--- src/hw/rtl/btgp_pkg.sv ---
`timescale 1ns / 1ps
`default_nettype none
// ----------------------------------------------------------------------------
// btgp_pkg
// Shared types and constants of the bitmap text glyph placer.
// ----------------------------------------------------------------------------
package btgp_pkg;

  // Table and coordinate sizes
  localparam int TABLE_DEPTH = 256;
  localparam int IDX_BITS    = $clog2(TABLE_DEPTH);
  localparam int COORD_BITS  = 16;
  localparam int OUT_BITS    = 16;

  // Character codes with fixed meaning
  localparam logic [7:0] CODE_NEWLINE = 8'd10;
  localparam logic [7:0] CODE_SPACE   = 8'd32;
  localparam logic [7:0] CODE_QMARK   = 8'd63;

  // Configuration register indexes
  localparam logic [2:0] REG_FIRST_CHAR    = 3'd0;
  localparam logic [2:0] REG_END_CHAR      = 3'd1;
  localparam logic [2:0] REG_SPACE_ADVANCE = 3'd2;
  localparam logic [2:0] REG_FONT_HEIGHT   = 3'd3;
  localparam logic [2:0] REG_LINE_GAP      = 3'd4;
  localparam logic [2:0] REG_INITIAL_ROW   = 3'd5;

  // Configuration reset values
  localparam logic [7:0] FIRST_CHAR_RST    = 8'd32;
  localparam logic [8:0] END_CHAR_RST      = 9'd127;
  localparam logic [7:0] SPACE_ADVANCE_RST = 8'd4;
  localparam logic [7:0] FONT_HEIGHT_RST   = 8'd16;
  localparam logic [7:0] LINE_GAP_RST      = 8'd0;
  localparam logic [7:0] INITIAL_ROW_RST   = 8'd0;

  // Queue depth between front and back
  localparam int QUEUE_DEPTH = 4;
  localparam int QPTR_BITS   = $clog2(QUEUE_DEPTH);

  // Live configuration
  typedef struct packed {
    logic [7:0] first_char;
    logic [8:0] end_char;
    logic [7:0] space_advance;
    logic [7:0] font_height;
    logic [7:0] line_gap;
    logic [7:0] initial_row;
  } cfg_t;

  // One glyph metrics entry
  typedef struct packed {
    logic [7:0]        gw;
    logic [7:0]        gh;
    logic signed [7:0] lpad;
    logic signed [7:0] rpad;
    logic [7:0]        top;
  } entry_t;

  // Item class decided by the front
  typedef enum logic [2:0] {
    KIND_LOAD    = 3'd0,
    KIND_SPACE   = 3'd1,
    KIND_NEWLINE = 3'd2,
    KIND_GLYPH   = 3'd3,
    KIND_BAD     = 3'd4
  } kind_t;

  // Classified word carried through the queue
  typedef struct packed {
    kind_t      kind;
    logic       start;
    logic       fb;
    logic       wr_ok;
    logic [7:0] idx;
    entry_t     ent;
  } item_t;

  // One placed glyph result
  typedef struct packed {
    logic [7:0]          idx;
    logic [OUT_BITS-1:0] px;
    logic [OUT_BITS-1:0] py;
    logic                fb;
    logic                bad;
    logic [OUT_BITS-1:0] ew;
    logic [OUT_BITS-1:0] eh;
  } res_t;

endpackage
`default_nettype wire

--- src/hw/rtl/btgp_queue.sv ---
`timescale 1ns / 1ps
`default_nettype none
// ----------------------------------------------------------------------------
// btgp_queue
// Short first-in first-out queue of classified words between front and back.
// ----------------------------------------------------------------------------
module btgp_queue import btgp_pkg::*; (
  input  wire logic  clk,
  input  wire logic  rst_n,
  input  wire logic  push,
  input  wire item_t push_item,
  output logic       full,
  input  wire logic  pop,
  output logic       vld,
  output item_t      head
);

  item_t               slot_r [QUEUE_DEPTH];
  logic [QPTR_BITS-1:0] wr_r, wr_nxt;
  logic [QPTR_BITS-1:0] rd_r, rd_nxt;
  logic [QPTR_BITS:0]   cnt_r, cnt_nxt;

  assign full = (cnt_r == (QPTR_BITS+1)'(QUEUE_DEPTH));
  assign vld  = (cnt_r != '0);
  assign head = slot_r[rd_r];

  // Advance pointers and count
  always_comb begin
    wr_nxt  = push ? wr_r + 1'b1 : wr_r;
    rd_nxt  = pop ? rd_r + 1'b1 : rd_r;
    cnt_nxt = cnt_r + (QPTR_BITS+1)'(push) - (QPTR_BITS+1)'(pop);
  end

  always_ff @(posedge clk) begin
    if (!rst_n) begin
      wr_r  <= '0;
      rd_r  <= '0;
      cnt_r <= '0;
    end else begin
      wr_r  <= wr_nxt;
      rd_r  <= rd_nxt;
      cnt_r <= cnt_nxt;
    end
  end

  // Store the pushed word
  always_ff @(posedge clk) begin
    if (push) begin
      slot_r[wr_r] <= push_item;
    end
  end

endmodule
`default_nettype wire

--- config.mk ---
export PLATFORM = sky130hd
export DESIGN_NAME = btgp_queue
export DESIGN_NICKNAME = d
export VERILOG_FILES = /design/src/hw/rtl/btgp_pkg.sv /design/src/hw/rtl/btgp_queue.sv
export SDC_FILE = /design/constraint.sdc
export NUM_CORES = 1
export LEC_CHECK = 0
export ABC_AREA = 1
export BUFFER_PORTS_ARGS = -buffer_cell sky130_fd_sc_hd__buf_4
export CAP_MARGIN = 10
export CORE_ASPECT_RATIO = 0.8
export CORE_MARGIN = 5
export CORE_UTILIZATION = 62
export CTS_CLUSTER_DIAMETER = 40
export DETAILED_ROUTE_END_ITERATION = 10
export PLACE_DENSITY = 0.84
export SLEW_MARGIN = 5
export SYNTH_ARGS = -nofsm -noshare
export SYNTH_HDL_FRONTEND = slang
export SYNTH_SLANG_ARGS = --single-unit
--- constraint.sdc ---
create_clock -name clk -period 4.1 [get_ports clk]
set_input_delay 0.205 -clock clk [delete_from_list [all_inputs] [get_ports clk]]
set_output_delay 0.205 -clock clk [all_outputs]
set_load 0.1 [all_outputs]
# Yosys cells after proc, flatten, opt, wreduce, memory -nomap -nowiden
# Memory sizes are Yosys's and may differ from the RTL's. A register that Yosys moved wholly into a read port is not among the register bits.
# Cells that the tools add are included.
[classes] addsub=4 muxes=4 n_reduce_logical=1 mul=0 n_bitwise=0 n_shift=0 eq_ne=1 n_div=0 magnitude_cmp=0
[ops] operator="2-bit by 1-bit adder with 2-bit output (second input constant)" n=2
[ops] operator="2-bit 2-to-1 mux" n=2
[ops] operator="3-bit by 1-bit adder with 3-bit output" n=1
[ops] operator="3-bit == test (second input constant)" n=1
[ops] operator="3-bit nonzero test" n=1
[ops] operator="3-bit by 1-bit subtractor with 3-bit output" n=1
[ops] operator="1-bit 2-to-1 mux" n=2
[word_totals] latchBits=0 out_inout_bits=56 mem_bits_rw=216 n_memories=1 register_bits=7 mem_bits_ro=0
[memory_table] name="slot_r" words=4 word_bits=54 read_ports=1 rd_ports_with_merged_regs=1 wr=1 line_no="btgp_queue.sv:18" text="item_t slot_r [QUEUE_DEPTH];"

# Logic depth before layout (Yosys ltp)
# Gate-level depths: netlist of run 1.
[logic_depth] ltp_word=3 ltp_mapped=9 depth_no_buf=9

# Worst setup path after synthesis of run 1
# Ideal clock, no wire load.
[synth_path] path_kind="register -> output" startpoint="reg cnt_r[2]" endpoint="out full" path_stages_with_launch=3 t_required_ns=3.895 path_slack_ns=1.506 t_arrival_ns=2.389 path_cell_list="dfxtp_1 -> inv_1 -> nor3_1"
[synth_between] elab_chain_len=1
[synth_lines] element="start: declaration" line_no="btgp_queue.sv:21" text="logic [QPTR_BITS:0] cnt_r, cnt_nxt;"
[synth_lines] element="start signal: assignment" line_no="btgp_queue.sv:42" text="cnt_r <= cnt_nxt;"
[synth_lines] element="3-bit == test" line_no="btgp_queue.sv:23" text="assign full = (cnt_r == (QPTR_BITS+1)'(QUEUE_DEPTH));"
[synth_lines] element="end: declaration" line_no="btgp_queue.sv:12" text="output logic full,"
# Every way passes these cells.

==> impl_metrics.csv, run 1 <==
group,metric,value,unit
clock_network,cts_buffer_depth,3,
logic_synthesis,netlist_top_cells_area,"edfxtp_1 71%, inv_1 5.1%, nand2_1 4.9%, a21oi_1 3.3%, o211ai_1 3.0%",
sta,setup_viol,0,
critical_path,startpoint_type,"flop",
power,max-vdd-ir-drop,0.646,mV
sta,fin_worst_skew,0.0152,ns
critical_path,setup.worst_path.class,"reg -> out",
sta,tightest_slew,1.09,ns
die,io_pins,114,
cells_and_area,area_delta_synth_final,25.4,%
critical_path,worstPathCellList,"buf_4, nand2_1, o211ai_1, nand2_1, buf_4",
critical_path,r2r_start,"wr_r[1]",
status,status,"complete, no violations",
sta,hold_violations,0,
logic_synthesis,yosysWarnings,0,
logic_synthesis,ys_seq_elements,225,
die,initial_core_util,0.633,
cells_and_area,nFillCells,801,
power,power.leakage,4.51,nW
critical_path,path_buf_inv,2,
logic_synthesis,yosysSeqAreaShare,0.734,
sta,fin_crit_sh,0.682,
clock_network,root_buffer,"clkbuf_16",
routing,ant_nets,0,
critical_path,reg2reg_setup_slack,1.94,ns
cells_and_area,fin_nets,919,
power,p_per_area,543,nW/um2
routing,num_vias,5711,
routing,routedWlPerCell,17.3,um
sta,rsz0062_at_grt,"no",
cells_and_area,multi_input_area,1640,um2
sta,slew_violations,0,
clock_network,numCtsBuffers,26,
die,die_x,145,um
placement,io_buffers,113,
critical_path,worstSetupEndpointType,"output pin",
critical_path,r2r-end,"slot_r[0][43]",
hold_path,holdCritPathClass,"in -> reg",
critical_path,critPathMaxFanout,84,
critical_path,r2r_cells,5,
routing,drc,0,
critical_path,cp.required,3.89,ns
logic_synthesis,synth_cell_types,19,
placement,gp_congestion,0.739,
grt,first_global_vias,5947,
cells_and_area,regArea,6670,um2
clock_network,h-tree-depth,1,
placement,place_hpwl,10100,um
die,num_rows,39,
sta,slew_headroom,0.275,
cells_and_area,antennaDiodeCount,0,
die,core,14300,um2
logic_synthesis,synth.avg_cell_area,13.2,um2
sta,setup_slack,1.30,ns
routing,firstDrtPassIters,5,
critical_path,critPathTopFamily,"flip-flops",
grt,track_usage,0.210,
clock_network,tritoncts,"done",
clock_network,clk_pin_slew_worst_paths,0.06,ns
clock_network,cts_sinks,225,
routing,vias_per_cell,5.40,
placement,dp_slack,1.84,ns
critical_path,critPathArrivalTime,2.59,ns
routing,routed_wl,18300,um
clock_network,ctsResizeCount,0,
grt,grt-ovfl-total,0,
logic_synthesis,synthCells,686,
logic_synthesis,synth_top_area_cell,"edfxtp_1",
routing,drt-initial-drc-count,415,
critical_path,cp_slowest_cell,"dfxtp_4",
logic_synthesis,synth_top_area_frac,0.714,
run,drv_cap,0,
critical_path,critPathMaxStageDelay,0.89,ns
sta,finalSetupTns,0,ns
clock_network,insertion_delay,0.52,ns
grt,grt_pass1_wl,29400,um
grt,antenna_found_initial,0,
die,dieHeight,118,um
sta,period_needed,2.80,ns
logic_synthesis,syn-num-nets,751,
grt,grt_max_degree,94,
logic_synthesis,synth_area,9080,um2
sta,fmax,357,MHz
cells_and_area,drive_gt1_frac,0.212,
die,die-area,17200,um2
critical_path,cp.depth,5,
clock_network,cts_setup_buffers,0,
critical_path,crit_path_end,"head[40]",
-- what timing repair did --
item	4_1_cts	5_1_grt
hold buffers	56	0
setup endpoints to repair	0	0
hold endpoints to repair	223	0
-- registers in the layout (all words and copies together) (netlist names), named ones only --
signal  count
slot_r    216
cnt_r       3
rd_r        2
wr_r        2
-- cells by family (layout without fill, tap and decap cells) --
logic type,Yosys count,count (layout),synth area share
simple gates,122,122,0.0508
flops,225,225,0.734
buf+inv,160,348,0.0850
compound gates,172,172,0.120
fa+ha+maj,7,7,0.0105
-- layer usage --
metal,up-vias,track usage,part of all wire
met5,-,0,0
met4,0,0.0629,0.021
met3,35,0.0509,0.072
met2,218,0.359,0.50
met1,2736,0.269,0.40
li1,2722,-,-
-- stage by stage --
stage	hold WS (ns)	power, mW	area [um2]	util	std cells
floorplan	0.297	3.58	9080	-	686
global placement	0.401	3.79	9930	0.692	954
detailed placement	0.408	3.83	9930	0.692	954
CTS	0.0185	6.21	11400	0.794	1058
global route	0.0581	6.38	11400	0.794	1058
finish	0.0383	6.18	11400	0.794	1058
-- worst min-delay path, delay by kind of cell --
kind            cells  cell delay [ns]
buf+inv             2             0.18
compound gates      1             0.12
-- worst min path at each step --
stage / start / endpoint / depth (start not counted)
global placement: push_item[14] / slot_r[1][14] / 1
CTS: push / wr_r[0] / 3
finish: push / wr_r[0] / 3
global route: push / wr_r[0] / 3
detailed placement: push_item[19] / slot_r[1][19] / 1
floorplan: pop / flop / 1
-- synthesized netlist by cell type, drive strengths merged --
cell type    n
a21oi       60
buf         34
clkbuf       2
dfxtp        9
edfxtp     216
fa           1
ha           6
inv        124
nand2      118
nand3        2
nor2         1
nor3         1
o211ai      54
o21ai       58
-- report_power, final --
| group | internal (mW) | switching (mW) |
|---|---|---|
| sequential | 2.63 | 0.0662 |
| combinational | 0.259 | 0.874 |
| clock | 1.46 | 0.889 |
| total | 4.35 | 1.83 |
-- final cells by class --
class | count | area share
inverter | 124 | 0.0409
clock buffer | 35 | 0.0646
tap | 184 | 0.0202
sequential | 225 | 0.586
multi-input combinational | 301 | 0.144
timing repair buffer | 176 | 0.129
clock inverter | 13 | 0.0143
-- cells in the final DEF (no fill, tap or decap), types with 2 or more instances in the layout --
cell type / netlist / final
inv_6: 0 / 3
o21ai_1: 12 / 12
dfxtp_4: 0 / 2
clkbuf_1: 2 / 5
clkinv_1: 0 / 2
edfxtp_1: 216 / 216
clkbuf_8: 0 / 3
inv_2: 0 / 4
o211ai_2: 18 / 18
clkinvlp_4: 0 / 3
dlygate4sd3_1: 0 / 56
o211ai_1: 36 / 36
dfxtp_1: 9 / 7
buf_4: 1 / 119
nand2_1: 118 / 118
clkbuf_16: 0 / 27
ha_1: 6 / 6
inv_1: 124 / 120
o21ai_0: 46 / 46
nand3_1: 2 / 2
bufinv_16: 0 / 3
a21oi_1: 60 / 60
Note: power is estimated with default switching activity, not from simulation.
==> inputs of run 2 (changes only) <==
--- a/config.mk
+++ b/config.mk
@@ -10,10 +10,10 @@
 export CAP_MARGIN = 10
 export CORE_ASPECT_RATIO = 0.8
 export CORE_MARGIN = 5
-export CORE_UTILIZATION = 62
+export CORE_UTILIZATION = 52
 export CTS_CLUSTER_DIAMETER = 40
 export DETAILED_ROUTE_END_ITERATION = 10
-export PLACE_DENSITY = 0.84
+export PLACE_DENSITY = 0.75
 export SLEW_MARGIN = 5
 export SYNTH_ARGS = -nofsm -noshare
 export SYNTH_HDL_FRONTEND = slang
==> constraint.sdc (replaced) <==
create_clock -name clk -period 2.3 [get_ports clk]
set_input_delay 0.115 -clock clk [delete_from_list [all_inputs] [get_ports clk]]
set_output_delay 0.115 -clock clk [all_outputs]
set_load 0.1 [all_outputs]
==> run 2 against run 1 <==
Net effect: cell count grew 4.1%; final area grew 1.1%; combinational power grew 85%; sequential cell count is the same; worst setup slack lost 1.1 ns; sequential power grew 76%; core utilization shrank 13 points; via count shrank 1.9%; first-iteration DRC count shrank 0.72%; hold slack gained 0.31 ns; wire length shrank 4.0%; largest cell class unchanged; highest routed layer unchanged.
==> impl_metrics.csv, run 2 (synthesis results as in run 1) <==
group,metric,value,unit
routing,ant_nets,0,
sta,tightest_slew,0.465,ns
hold_path,holdCritPathClass,"in -> reg",
cells_and_area,largest_registers,"slot_r: 216 flops, cnt_r: 3 flops",
cells_and_area,fin_nets,926,
cells_and_area,drive_gt1_frac,0.215,
critical_path,critPathArrivalTime,2.00,ns
critical_path,setup.worst_path.class,"reg -> out",
die,num_rows,43,
clock_network,insertion_delay,0.50,ns
grt,grt_pass1_wl,27500,um
placement,gp_congestion,0.712,
routing,num_vias,5602,
status,status,"complete, no violations",
die,initial_core_util,0.526,
routing,drt-initial-drc-count,412,
die,die_x,158,um
die,io_pins,114,
cells_and_area,area_delta_synth_final,26.7,%
sta,hold_violations,0,
sta,slew_violations,0,
sta,fin_crit_sh,0.919,
cells_and_area,largest_register_ff_count,216,
grt,grt_max_degree,109,
cells_and_area,regMostFlops,"slot_r",
sta,setup_viol,0,
cells_and_area,mostFrequentLayoutCell,"edfxtp_1",
clock_network,cts_buffer_depth,3,
die,core,17300,um2
clock_network,clk_pin_slew_worst_paths,0.06,ns
clock_network,root_buffer,"clkbuf_16",
routing,vias_per_cell,5.09,
sta,fmax,473,MHz
sta,slew_headroom,0.690,
clock_network,h-tree-depth,1,
sta,fin_worst_skew,0.00987,ns
routing,drc,0,
run,drv_cap,0,
cells_and_area,finish.instance_area,11500,um2
critical_path,critPathMaxStageDelay,0.61,ns
cells_and_area,final_cell_mix,"216 x edfxtp_1, 121 x buf_4, 120 x inv_1",
critical_path,critPathMaxFanout,41,
placement,io_buffers,113,
sta,hold_slack,0.351,ns
die,dieHeight,128,um
clock_network,cts_setup_buffers,0,
placement,dp_slack,0.705,ns
routing,firstDrtPassIters,5,
power,max-vdd-ir-drop,0.793,mV
routing,routed_wl,17600,um
grt,first_global_vias,5571,
critical_path,worstSetupEndpointType,"output pin",
sta,finalSetupTns,0,ns
clock_network,cts_sinks,225,
critical_path,startpoint_type,"flop",
placement,place_hpwl,10000,um
sta,rsz0062_at_grt,"no",
grt,track_usage,0.171,
sta,setup_slack,0.186,ns
routing,routedWlPerCell,16.0,um
grt,antenna_found_initial,0,
critical_path,critPathTopFamily,"flip-flops",
power,power.leakage,4.54,nW
clock_network,tritoncts,"done",
clock_network,numCtsBuffers,26,
die,die-area,20200,um2
sta,period_needed,2.11,ns
critical_path,worstPathCellList,"buf_12, a21oi_1, o21ai_0, nand2_1, buf_4",
critical_path,cp.required,2.18,ns
placement,placed_area,10100,um2
cells_and_area,antennaDiodeCount,0,
critical_path,cp_slowest_cell,"dfxtp_4",
power,p_per_area,949,nW/um2
critical_path,path_buf_inv,2,
grt,grt-ovfl-total,0,
==> run 2: what timing repair did <==
item,4_1_cts,5_1_grt
hold endpoints to repair,225,0
hold buffers,58,0
gates resized for setup,0,0
==> run 2: path summary, 6_finish.rpt <==
kind	from	cells past startpoint	to	slack, ns
setup / recovery	flop	5	head[43]	0.19
setup reg to reg	cnt_r[0]	9	cnt_r[2]	0.69
hold / removal	push_item[18]	2	slot_r[3][18]	0.35
hold reg to reg	rd_r[1]	2	flop	0.46
==> run 2: power by group <==
part / internal, mW / switching (mW) / total [mW]
clock: 2.58 / 1.50 / 4.08
combinational: 0.480 / 1.61 / 2.09
sequential: 4.69 / 0.0639 / 4.75
total: 7.75 / 3.18 / 10.9
==> run 2: final cells by class <==
class	instances	area, um2
clock buffer	30	687
clock inverter	13	183
fill	1186	5760
multi-input combinational	301	1650
sequential	225	6670
timing repair buffer	183	1570
inverter	124	465
tap	225	282
==> run 2: per-stage QoR <==
stage	utilization	cells	power, mW
2_1_floorplan	-	686	6.38
3_3_place_gp	0.582	1000	6.80
3_5_place_dp	0.582	1000	6.85
4_1_cts	0.666	1101	11.0
5_1_grt	0.666	1101	11.3
6_report	0.666	1101	10.9
==> run 2: per-layer routing <==
metal / global-route usage / share of wire / vias up
li1: - / - / 2729
met1: 0.221 / 0.42 / 2694
met2: 0.303 / 0.51 / 157
met3: 0.0337 / 0.057 / 22
met4: 0.0354 / 0.014 / 0
met5: 0 / 0 / -
