### config.mk
export PLATFORM = sky130hd
export DESIGN_NAME = btgp_front
export DESIGN_NICKNAME = d
export VERILOG_FILES = /design/src/hw/rtl/btgp_pkg.sv /design/src/hw/rtl/btgp_front.sv
export SDC_FILE = /design/constraint.sdc
export NUM_CORES = 1
export LEC_CHECK = 0
export ABC_CLOCK_PERIOD_IN_PS = 2100
export BUFFER_PORTS_ARGS = -buffer_cell sky130_fd_sc_hd__buf_2
export CAP_MARGIN = 20
export CORE_AREA = 4 4 90 92
export CTS_BUF_LIST = sky130_fd_sc_hd__clkbuf_8
export CTS_CLUSTER_SIZE = 8
export DETAILED_ROUTE_END_ITERATION = 16
export DIE_AREA = 0 0 94 96
export GPL_TIMING_DRIVEN = 0
export PLACE_DENSITY_LB_ADDON = 0.3
export SYNTH_ARGS = -nofsm -noshare
export SYNTH_HDL_FRONTEND = slang
export SYNTH_SLANG_ARGS = --single-unit
### constraint.sdc
create_clock -name clk -period 2.1 [get_ports clk]
set_clock_uncertainty 0.15 [all_clocks]
set_input_delay 0.21 -clock clk [delete_from_list [all_inputs] [get_ports clk]]
set_output_delay 0.21 -clock clk [all_outputs]
set_load 0.03 [all_outputs]
### src/hw/rtl/btgp_pkg.sv
`timescale 1ns / 1ps
`default_nettype none
// ----------------------------------------------------------------------------
// btgp_pkg
// Shared types and constants of the bitmap text glyph placer.
// ----------------------------------------------------------------------------
package btgp_pkg;

  // Table and coordinate sizes
  localparam int TABLE_DEPTH = 256;
  localparam int IDX_BITS    = $clog2(TABLE_DEPTH);
  localparam int COORD_BITS  = 16;
  localparam int OUT_BITS    = 16;

  // Character codes with fixed meaning
  localparam logic [7:0] CODE_NEWLINE = 8'd10;
  localparam logic [7:0] CODE_SPACE   = 8'd32;
  localparam logic [7:0] CODE_QMARK   = 8'd63;

  // Configuration register indexes
  localparam logic [2:0] REG_FIRST_CHAR    = 3'd0;
  localparam logic [2:0] REG_END_CHAR      = 3'd1;
  localparam logic [2:0] REG_SPACE_ADVANCE = 3'd2;
  localparam logic [2:0] REG_FONT_HEIGHT   = 3'd3;
  localparam logic [2:0] REG_LINE_GAP      = 3'd4;
  localparam logic [2:0] REG_INITIAL_ROW   = 3'd5;

  // Configuration reset values
  localparam logic [7:0] FIRST_CHAR_RST    = 8'd32;
  localparam logic [8:0] END_CHAR_RST      = 9'd127;
  localparam logic [7:0] SPACE_ADVANCE_RST = 8'd4;
  localparam logic [7:0] FONT_HEIGHT_RST   = 8'd16;
  localparam logic [7:0] LINE_GAP_RST      = 8'd0;
  localparam logic [7:0] INITIAL_ROW_RST   = 8'd0;

  // Queue depth between front and back
  localparam int QUEUE_DEPTH = 4;
  localparam int QPTR_BITS   = $clog2(QUEUE_DEPTH);

  // Live configuration
  typedef struct packed {
    logic [7:0] first_char;
    logic [8:0] end_char;
    logic [7:0] space_advance;
    logic [7:0] font_height;
    logic [7:0] line_gap;
    logic [7:0] initial_row;
  } cfg_t;

  // One glyph metrics entry
  typedef struct packed {
    logic [7:0]        gw;
    logic [7:0]        gh;
    logic signed [7:0] lpad;
    logic signed [7:0] rpad;
    logic [7:0]        top;
  } entry_t;

  // Item class decided by the front
  typedef enum logic [2:0] {
    KIND_LOAD    = 3'd0,
    KIND_SPACE   = 3'd1,
    KIND_NEWLINE = 3'd2,
    KIND_GLYPH   = 3'd3,
    KIND_BAD     = 3'd4
  } kind_t;

  // Classified word carried through the queue
  typedef struct packed {
    kind_t      kind;
    logic       start;
    logic       fb;
    logic       wr_ok;
    logic [7:0] idx;
    entry_t     ent;
  } item_t;

  // One placed glyph result
  typedef struct packed {
    logic [7:0]          idx;
    logic [OUT_BITS-1:0] px;
    logic [OUT_BITS-1:0] py;
    logic                fb;
    logic                bad;
    logic [OUT_BITS-1:0] ew;
    logic [OUT_BITS-1:0] eh;
  } res_t;

endpackage
`default_nettype wire

### src/hw/rtl/btgp_front.sv
`timescale 1ns / 1ps
`default_nettype none
// ----------------------------------------------------------------------------
// btgp_front
// Holds configuration, accepts input words and classifies each one.
// ----------------------------------------------------------------------------
module btgp_front import btgp_pkg::*; (
  input  wire logic        clk,
  input  wire logic        rst_n,
  input  wire logic        cfg_we,
  input  wire logic [2:0]  cfg_index,
  input  wire logic [8:0]  cfg_wdata,
  input  wire logic        in_tvalid,
  output logic             in_tready,
  input  wire logic [47:0] in_tdata,   // char_code, glyph_width, glyph_height,
                                       // pad_left, pad_right, top_offset
  input  wire logic [1:0]  in_tuser,   // opcode, text_start
  input  wire logic        q_full,
  output logic             q_push,
  output item_t            q_item,
  output cfg_t             cfg
);

  cfg_t       cfg_r;
  logic [7:0] code;
  logic [7:0] diff;
  logic [7:0] qdiff;

  // Code lies inside the configured table range
  function automatic logic in_tab(input logic [7:0] c, input logic [7:0] first,
                                  input logic [8:0] endc);
    logic [7:0] d;
    d = c - first;
    return (c >= first) && ({1'b0, c} < endc) && ({1'b0, d} < 9'(TABLE_DEPTH));
  endfunction

  // Write configuration registers
  always_ff @(posedge clk) begin
    if (!rst_n) begin
      cfg_r.first_char    <= FIRST_CHAR_RST;
      cfg_r.end_char      <= END_CHAR_RST;
      cfg_r.space_advance <= SPACE_ADVANCE_RST;
      cfg_r.font_height   <= FONT_HEIGHT_RST;
      cfg_r.line_gap      <= LINE_GAP_RST;
      cfg_r.initial_row   <= INITIAL_ROW_RST;
    end else if (cfg_we) begin
      unique case (cfg_index)
        REG_FIRST_CHAR:    cfg_r.first_char    <= cfg_wdata[7:0];
        REG_END_CHAR:      cfg_r.end_char      <= cfg_wdata;
        REG_SPACE_ADVANCE: cfg_r.space_advance <= cfg_wdata[7:0];
        REG_FONT_HEIGHT:   cfg_r.font_height   <= cfg_wdata[7:0];
        REG_LINE_GAP:      cfg_r.line_gap      <= cfg_wdata[7:0];
        REG_INITIAL_ROW:   cfg_r.initial_row   <= cfg_wdata[7:0];
        default: ;
      endcase
    end
  end

  assign cfg       = cfg_r;
  assign in_tready = !q_full;
  assign q_push    = in_tvalid && !q_full;

  assign code  = in_tdata[7:0];
  assign diff  = code - cfg_r.first_char;
  assign qdiff = CODE_QMARK - cfg_r.first_char;

  // Classify the word
  always_comb begin
    q_item.start    = in_tuser[1];
    q_item.fb       = 1'b0;
    q_item.wr_ok    = 1'b0;
    q_item.idx      = 8'd0;
    q_item.ent.gw   = in_tdata[15:8];
    q_item.ent.gh   = in_tdata[23:16];
    q_item.ent.lpad = $signed(in_tdata[31:24]);
    q_item.ent.rpad = $signed(in_tdata[39:32]);
    q_item.ent.top  = in_tdata[47:40];
    if (in_tuser[0]) begin
      q_item.kind  = KIND_LOAD;
      q_item.idx   = code;
      q_item.wr_ok = ({1'b0, code} < 9'(TABLE_DEPTH));
    end else if (code == CODE_SPACE) begin
      q_item.kind = KIND_SPACE;
    end else if (code == CODE_NEWLINE) begin
      q_item.kind = KIND_NEWLINE;
    end else if (in_tab(code, cfg_r.first_char, cfg_r.end_char)) begin
      q_item.kind = KIND_GLYPH;
      q_item.idx  = diff;
    end else if (in_tab(CODE_QMARK, cfg_r.first_char, cfg_r.end_char)) begin
      q_item.kind = KIND_GLYPH;
      q_item.fb   = 1'b1;
      q_item.idx  = qdiff;
    end else begin
      q_item.kind = KIND_BAD;
      q_item.fb   = 1'b1;
    end
  end

endmodule
`default_nettype wire

# Word level (Yosys, flattened, before mapping)
# Cells that the tools add are included.
# classes
n_mux	15
addsub	2
eq_ne	7
n_reduce_logical	11
n_lt_le_gt_ge	4
# op_table
op	count
8-bit 2-to-1 mux	5
3-bit 2-to-1 mux	5
2-bit AND reduction	6
6-bit by 9-bit less-than comparator with 1-bit output (first input constant)	1
8-bit by 9-bit less-than comparator with 1-bit output	1
8-bit by 4-bit == test with 1-bit output (second input constant)	1
8-bit by 6-bit == test with 1-bit output (second input constant)	1
6-bit by 8-bit greater-or-equal comparator with 1-bit output (first input constant)	1
8-bit greater-or-equal comparator	1
6-bit by 8-bit subtractor with 8-bit output (first input constant)	1
8-bit subtractor	1
3-bit by 2-bit == test with 1-bit output (second input constant)	2
3-bit == test (second input constant)	2
1-bit 2-to-1 mux	5
3-bit by 1-bit == test with 1-bit output (second input constant)	1
1-bit logical AND	3
3-bit logical NOT	1
1-bit logical NOT	1
# totals
regBits	49
out_inout_bits	105
input_bits	67

# Longest topological paths before layout
# Gate-level depths: netlist (run 1).
# logic_depth
word_depth	7
ltp_mapped	10
depth_no_buf	9

# Worst setup path after synthesis (run 1)
# Ideal clock, no wire load.
# synth_path
kind	reg-to-output
start	register cfg_r, in the netlist cfg[45]
end	output port q_item[47] (netlist name)
arrival_time_ns	2.999
stages_incl_launch_ff	8
slack_ns	-1.259
t_required_ns	1.740
cell_sequence	dfxtp_1 inv_1 ha_1 and3_1 a2111oi_1 a21oi_1 xnor2_1 o311ai_0
# synth_rtl
item	line	rtl
start: declaration	btgp_front.sv:24	cfg_t cfg_r;
end: declaration	btgp_front.sv:20	output item_t q_item,

==> impl_summary.log, run 1 <==
[metrics] share of total power consumed by net switching: 31.86%
[metrics] Core Box Area: 0.007214 mm2
[metrics] number of top-level pins: 172
[metrics] synthesized cell area: 0.002962 mm2
[metrics] power density normalized to cell area: 557.0 mW/mm2
[metrics] final standard cell area without fillers: 0.004359 mm2
[metrics] Place WS: -0.7251 ns
[metrics] placed standard-cell area: 0.003946 mm2
[metrics] distinct cell type count after synthesis: 43
[metrics] maximum clock insertion buffer count: 2
[metrics] final clock period utilization by the worst path: 132.8%
[metrics] worst vdd ir: 0.4027 mV
[metrics] detailed-routing iteration count for the pre-antenna-repair pass: 4
[metrics] DP HPWL: 6998 um
[metrics] timing startpoint of the critical path: cfg[41]
[metrics] data required time at the worst endpoint: 1.74 ns
[metrics] peak fanout along the critical path: 6
[metrics] full die area: 0.009024 mm2
[metrics] run status: complete, but fails checks
[metrics] number of buffers added to fix hold violations after cts: 0
[metrics] reg-to-reg startpoint: cfg[41]
[metrics] pin count of the biggest net entering global routing: 16
[metrics] vias in the first global route: 2933
[metrics] flops & latches, synth: 49
[metrics] Worst Hold Endpoint: cfg[40]
[metrics] CTS Buf Count: 5
[metrics] crit start category: flop
[metrics] number of diodes: 0
[metrics] number of endpoints failing setup at the final stage: 12
[metrics] initial antenna violation count: 0
[metrics] category of the most critical setup path: reg -> out
[metrics] Final GP Congestion: 0.8409
[metrics] final standard cell utilization of the core: 60.42%
[metrics] switching power: 0.0007735 W
[metrics] Post-Synthesis Net Count: 463
[metrics] Die Span Y: 96 um
[metrics] cells taking the most area after synthesis: dfxtp_1, nand2_1, buf_4
[metrics] fraction of layout instances using a drive strength above 1: 45.56%
[metrics] total global routing track utilization: 19.38%
[metrics] Routed Antenna Nets: 0
[metrics] main combinational cell family by area after synthesis: simple AND/OR/NAND/NOR gates
[metrics] EDFF count, synth: 0
[metrics] clk sink count: 49
[metrics] type of the most critical hold path: in -> reg
[metrics] number of fill cells: 658
[metrics] post-synthesis mux area share: 0%
[metrics] flip-flop count of the largest register after layout: 49
[metrics] Core Rows: 31
[metrics] Synthesis Warnings: 0
[metrics] detailed-route via count: 3111
[metrics] synthesis-to-layout area growth: 47.19%
[metrics] count of pins over their slew limit: 0
[metrics] internal power consumption: 0.001654 W
[metrics] post-synthesis sequential area ratio: 33.12%
[metrics] residual DRC count: 0
[metrics] crit path setup slack, layout: -0.6891 ns
[metrics] Compound-Gate Fraction of Synth Area: 19.94%
[metrics] via count normalized by instance count: 4.954
[metrics] violations in the final reports: setup timing
[metrics] most instantiated flip-flop cell in the synthesis netlist: dfxtp_1
[metrics] synthesized-area fraction occupied by and/or/nand/nor cells: 23.02%
[metrics] final cell count without fillers: 628
[metrics] slew margin rel.: 62.12%
[metrics] number of I/O port buffers: 129
[metrics] worst skew pair latency: 0.29 ns
[metrics] total power consumption of the routed design: 0.002428 W
[metrics] sequential power share: 39.7%
[metrics] maximum level of the CTS H-tree: 2
[metrics] first-pass GRT wire length: 14070 um
[metrics] clock transition time at the flip-flop clock pins of the worst setup and hold paths: 0.09 ns
[metrics] final hold viol count: 0
[metrics] XOR/XNOR share of the synthesized area: 1.479%
[metrics] dominant cell type by area after synthesis: dfxtp_1
[metrics] WL final: 9094 um
[metrics] worst endpoint data arrival time: 2.43 ns
[metrics] hold path start: cfg_wdata[8]
[metrics] initial DRC count: 126
[metrics] number of cells in the design after placement: 607
[metrics] Worst R2R End: cfg[41]
[metrics] Leakage: 1.977 nW
[metrics] sort of element at the end of the critical path: output pin
[metrics] Die Wd: 94 um
[metrics] async set-or-reset flop fraction in the synthesized netlist: 0%
[metrics] post-synth top area share: 33.12%
[metrics] cell at the root of the clock tree: clkbuf_8
[metrics] actual transition at the worst max-transition pin: 0.5682 ns
[metrics] instance count of the mapped netlist: 379
[metrics] post-layout minimum cycle time: 2.789 ns
[metrics] detailed-route wire length per cell: 14.48 um
[metrics] initial core utilization: 41.05%
[metrics] worst hold path depth: 3
[metrics] adder-cell share of the synthesized area: 7.436%
[metrics] CTS tree: built
[metrics] share of total power in the clock network: 28.6%
[metrics] combinational fraction of design power: 31.7%
[metrics] worst reg2reg setup slack: 1.18 ns
[metrics] average instance area after synthesis: 7.814 um2
[metrics] maximum clock frequency: 358.5 MHz
[metrics] overflow left after global routing: 0
[metrics] total number of nets in the final design: 612
[metrics] number of maximum-capacitance violations: 0
[metrics] setup repair after global routing missed its margin: yes
[metrics] cell count of the worst reg-to-reg path: 3
-- worst max path at each step --
stage | endpoint
after floorplan | q_item[52]
after global placement | q_item[42]
after detailed placement | q_item[42]
after CTS | q_item[42]
after global routing | q_item[44]
final | q_item[45]
-- per-layer routing --
metal,vias up,wire (um),GRT usage [%]
met4,0,67,3.490
met1,1436,3731,23.40
met2,133,4418,34.83
li1,1535,-,-
met5,-,0,0
met3,7,877,5.238
-- cells in the mapped netlist (2+ instances only) --
library cell	n
nand2b_1	4
o21ai_0	2
inv_1	19
nor2b_1	3
nor2_1	11
clkbuf_1	12
dfxtp_1	49
a21oi_1	8
a21boi_0	41
and2_1	2
nand4_1	6
nand2_1	102
o311ai_0	6
nor3_1	3
nand3_1	12
o211ai_1	7
a221o_1	2
ha_1	16
xnor2_1	4
a21o_1	2
and3_1	4
buf_4	43
-- logic make-up after synthesis --
family,Yosys count
xor gates and xnor gates,5
buffers and inverters,75
and+or+nand+nor,154
DFF,49
AOI/OAI and AO/OA,79
adders and majority gates,17
-- per-stage QoR --
stage               setup TNS (ns)  hold slack [ns]
floorplan                   -4.181           0.1840
global placement            -7.123           0.2974
detailed placement          -7.731           0.3076
CTS                         -7.621          0.02289
global route                -8.721          0.03181
finish                      -7.777          0.02416
-- power groups by stage --
| stage | sequential [W] | clock (W) | combinational (W) |
|---|---|---|---|
| final | 0.000964 | 0.000695 | 0.000769 |
| after global routing | 0.000967 | 0.000744 | 0.000822 |
| after CTS | 0.000964 | 0.000705 | 0.000764 |
| after detailed placement | 0.000985 | 0 | 0.000674 |
| after global placement | 0.000985 | 0 | 0.000664 |
| after floorplan | 0.00103 | 0 | 0.000443 |
-- worst max-delay path: stages (launching register included) --
cell,delay [ns]
dfxtp_4,0.36
ha_4,0.16
fa_2,0.34
nand2b_4,0.16
o2bb2ai_4,0.13
a21oi_4,0.16
o311a_4,0.28
buf_8,0.13
nand3_1,0.10
o311ai_2,0.10
buf_4,0.21
-- what timing repair did --
action / 4_1_cts / 5_1_grt
gates cloned: 1 / 0
setup endpoints to repair: 12 / 12
resized for setup: 38 / 3
pin swaps: 14 / 3
setup buffers: 11 / 1
-- cells in the final DEF (no fill, tap or decap), types with 7 or more instances in the layout --
cell,count
dfxtp_2,7
nor2_1,9
buf_2,118
a21boi_0,40
buf_4,55
clkbuf_1,12
o211ai_1,7
buf_6,11
dfxtp_1,39
inv_1,18
nand3_1,12
nand2_1,102
ha_1,10
-- final cells by class --
type / count / area, um2 / area share, %
sequential: 49 / 1001 / 22.96
clock inverter: 2 / 37.54 / 0.8611
tap: 99 / 123.9 / 2.842
inverter: 19 / 71.32 / 1.636
clock buffer: 6 / 82.58 / 1.894
timing repair buffer: 142 / 834.6 / 19.14
buffer: 56 / 380.4 / 8.726
multi-input combinational: 255 / 1828 / 41.93
No activity file was read; power rests on OpenSTA's default activity.
==> inputs of run 2 (changes only) <==
==> constraint.sdc (replaced) <==
create_clock -name clk -period 2.1 [get_ports clk]
set_clock_uncertainty 0.15 [all_clocks]
set_input_delay 0.42 -clock clk [delete_from_list [all_inputs] [get_ports clk]]
set_output_delay 0.42 -clock clk [all_outputs]
set_load 0.03 [all_outputs]
==> run 2 against run 1 <==
The run still ends with setup timing left. Combinational power grew 1%. Sequential share of layout area up 0.062 points. Final cell count is 0.80% lower. Critical path type unchanged. Sequential power is essentially flat. Sequential cell count unchanged.
==> impl_summary.log, run 2 (synthesized netlist as in run 1, its figures left out) <==
[metrics] worst vdd ir: 0.3967 mV (-1.5%)
[metrics] number of top-level pins: 172 (unchanged)
[metrics] Place WS: -1.137 ns (-0.4124 ns)
[metrics] post-layout minimum cycle time: 2.999 ns (+0.2094 ns)
[metrics] residual DRC count: 0 (unchanged)
[metrics] CTS Buf Count: 5 (unchanged)
[metrics] Core Box Area: 0.007214 mm2 (unchanged)
[metrics] timing startpoint of the critical path: cfg[41]
[metrics] DP HPWL: 7093 um (+1.3%)
[metrics] first-pass GRT wire length: 14190 um (+0.88%)
[metrics] sort of element at the end of the critical path: output pin
[metrics] setup repair after global routing missed its margin: yes
[metrics] via count normalized by instance count: 5.103 (+3.0%)
[metrics] global-route track usage on met2: 33.77% (-1.1 points)
[metrics] final clock period utilization by the worst path: 142.8% (+10 points)
[metrics] type of the most critical hold path: in -> reg
[metrics] worst endpoint data arrival time: 2.43 ns (about the same)
[metrics] total global routing track utilization: 19.57% (+0.19 points)
[metrics] Worst R2R End: cfg[41]
[metrics] final hold viol count: 0 (unchanged)
[metrics] met3 track demand over resource: 6.646% (+1.4 points)
[metrics] number of I/O port buffers: 129 (unchanged)
[metrics] category of the most critical setup path: reg -> out
[metrics] share of total power in the clock network: 27.1% (-1.5 points)
[metrics] worst path cell trace: ha_4, fa_2, nand2b_4, o2bb2ai_4, buf_4, o21bai_4, a21oi_2, xor2_2, o311ai_4, buf_6
[metrics] sequential power share: 40.4% (+0.7 points)
[metrics] Final GP Congestion: 0.8975 (+6.7%)
[metrics] worst reg2reg setup slack: 1.13 ns (-0.05 ns)
[metrics] WL final: 9288 um (+2.1%)
[metrics] detailed-routing iteration count for the pre-antenna-repair pass: 5 (+1)
[metrics] number of endpoints failing setup at the final stage: 12 (unchanged)
[metrics] internal power consumption: 0.001611 W (-2.6%)
[metrics] share of total power consumed by net switching: 32.53% (+0.67 points)
[metrics] maximum level of the CTS H-tree: 2 (unchanged)
[metrics] full die area: 0.009024 mm2 (unchanged)
[metrics] detailed-route via count: 3179 (+2.2%)
[metrics] initial antenna violation count: 0 (unchanged)
[metrics] stages on the worst setup path: 10 (unchanged)
[metrics] power density normalized to cell area: 548.5 mW/mm2 (-1.5%)
[metrics] count of pins over their slew limit: 0 (unchanged)
[metrics] cell at the root of the clock tree: clkbuf_8
[metrics] met1 global-route usage: 23.57% (+0.17 points)
[metrics] initial DRC count: 96 (-24%)
[metrics] peak fanout along the critical path: 2 (-4)
[metrics] number of buffers and inverters on the critical path: 2 (unchanged)
[metrics] most common library cell in the layout ignoring fill and taps: buf_2
[metrics] cell count of the worst reg-to-reg path: 3 (unchanged)
[metrics] worst skew pair latency: 0.29 ns (about the same)
[metrics] violations in the final reports: setup timing
[metrics] combinational fraction of design power: 32.5% (+0.8 points)
[metrics] final cell count without fillers: 623 (-0.80%)
[metrics] Die Wd: 94 um (unchanged)
[metrics] detailed-route wire length per cell: 14.91 um (+3.0%)
[metrics] Die Span Y: 96 um (unchanged)
[metrics] flip-flop count of the largest register after layout: 49 (unchanged)
[metrics] GRT busiest layer: met2
[metrics] critical path endpoint: q_item[46]
[metrics] CTS tree: built
[metrics] switching power: 0.0007767 W (+0.41%)
[metrics] maximum cell stage delay along the critical path: 0.36 ns (about the same)
[metrics] crit path setup slack, layout: -0.8985 ns (-0.2094 ns)
[metrics] clk sink count: 49 (unchanged)
[metrics] Core Rows: 31 (unchanged)
[metrics] Worst path top cell family by delay: compound AO/OA/AOI/OAI gates
[metrics] synthesis-to-layout area growth: 46.98%
[metrics] reg-to-reg startpoint: cfg[41]
[metrics] number of maximum-capacitance violations: 0 (unchanged)
[metrics] number of cells in the design after placement: 607 (unchanged)
[metrics] clock transition time at the flip-flop clock pins of the worst setup and hold paths: 0.09 ns (about the same)
[metrics] run status: complete, but fails checks
[metrics] data required time at the worst endpoint: 1.53 ns (-0.21 ns)
[metrics] overflow left after global routing: 0 (unchanged)
[metrics] top library cells by usage in the layout, fill and taps aside: buf_2, nand2_1, buf_4
[metrics] maximum clock frequency: 333.5 MHz (-7.0%)
[metrics] initial core utilization: 41.05% (unchanged)
[metrics] fraction of layout instances using a drive strength above 1: 46.37% (+0.82 points)
[metrics] number of fill cells: 662 (+0.61%)
[metrics] slowest cell on the critical path: dfxtp_4
[metrics] Leakage: 1.960 nW (-0.87%)
[metrics] total number of nets in the final design: 608 (-0.65%)
[metrics] vias in the first global route: 2969 (+1.2%)
[metrics] actual transition at the worst max-transition pin: 0.5713 ns (+0.003144 ns)
[metrics] maximum clock insertion buffer count: 2 (unchanged)
[metrics] number of diodes: 0 (unchanged)
[metrics] Routed Antenna Nets: 0 (unchanged)
[metrics] slew margin rel.: 61.91% (-0.21 points)
[metrics] pin count of the biggest net entering global routing: 15 (-1)
[metrics] crit start category: flop
[metrics] tightest hold margin: 0.2266 ns (+0.2025 ns)
## run 2: cell types whose count changed in the layout (fill, tap and decap cells not counted), sizes merged
cell	delta
clkinv	+1
clkbuf	-1
buf	-4
clkinvlp	-1
## run 2: how the worst min path moves through the flow
stage / start / endpoint / slack [ns] / cells after the start
global placement: cfg[5] / cfg[5] / 0.30 / 2
global route: cfg_wdata[8] / cfg[40] / 0.22 / 3
finish: cfg_wdata[8] / cfg[40] / 0.23 / 3
floorplan: cfg[43] / cfg[43] / 0.38 / 2
detailed placement: cfg[31] / cfg[31] / 0.31 / 2
CTS: cfg_wdata[8] / cfg[40] / 0.22 / 3
## run 2: what timing repair did
item,4_1_cts,5_1_grt
gates cloned,1,0
hold buffers,0,0
pin swaps,20,11
buffers inserted,7,1
setup endpoints to repair,12,12
gates resized for setup,38,15
## run 2: layout make-up
| type | count | area [um2] | share of cell area, % |
|---|---|---|---|
| buffer | 56 | 380.4 | 8.738 |
| timing repair buffer | 138 | 803.3 | 18.45 |
| sequential | 49 | 1002 | 23.02 |
| tap | 99 | 123.9 | 2.846 |
| clock buffer | 5 | 68.82 | 1.581 |
| multi-input combinational | 255 | 1856 | 42.63 |
| inverter | 19 | 83.83 | 1.926 |
| clock inverter | 2 | 35.03 | 0.8048 |
## run 2: routing by layer
metal / part of all wire, % / up-vias
li1: - / 1535
met1: 39 / 1463
met2: 49 / 163
met3: 11 / 18
met4: 1.2 / 0
met5: 0 / -
## run 2: per-stage QoR
stage	util [%]	cell area, um2	setup TNS (ns)	power (W)
4_1_cts	59.35	4282	-10.25	0.002383
5_1_grt	60.34	4353	-11.14	0.002491
6_report	60.34	4353	-10.19	0.002388
3_5_place_dp	54.58	3938	-12.50	0.001661
2_1_floorplan	-	3168	-7.173	0.001470
3_3_place_gp	54.58	3938	-12.41	0.001648
## run 2: worst min-delay path: stages
cell and delay (ns):
buf_2 0.10, nand2_1 0.04, a21boi_0 0.07
## run 2: power by group through the flow
stage	clock network [W]	logic (W)	registers (W)
floorplan	0	0.000442	0.00103
global placement	0	0.000663	0.000986
detailed placement	0	0.000674	0.000986
CTS	0.000665	0.000754	0.000964
global route	0.000697	0.000827	0.000967
finish	0.000647	0.000777	0.000964
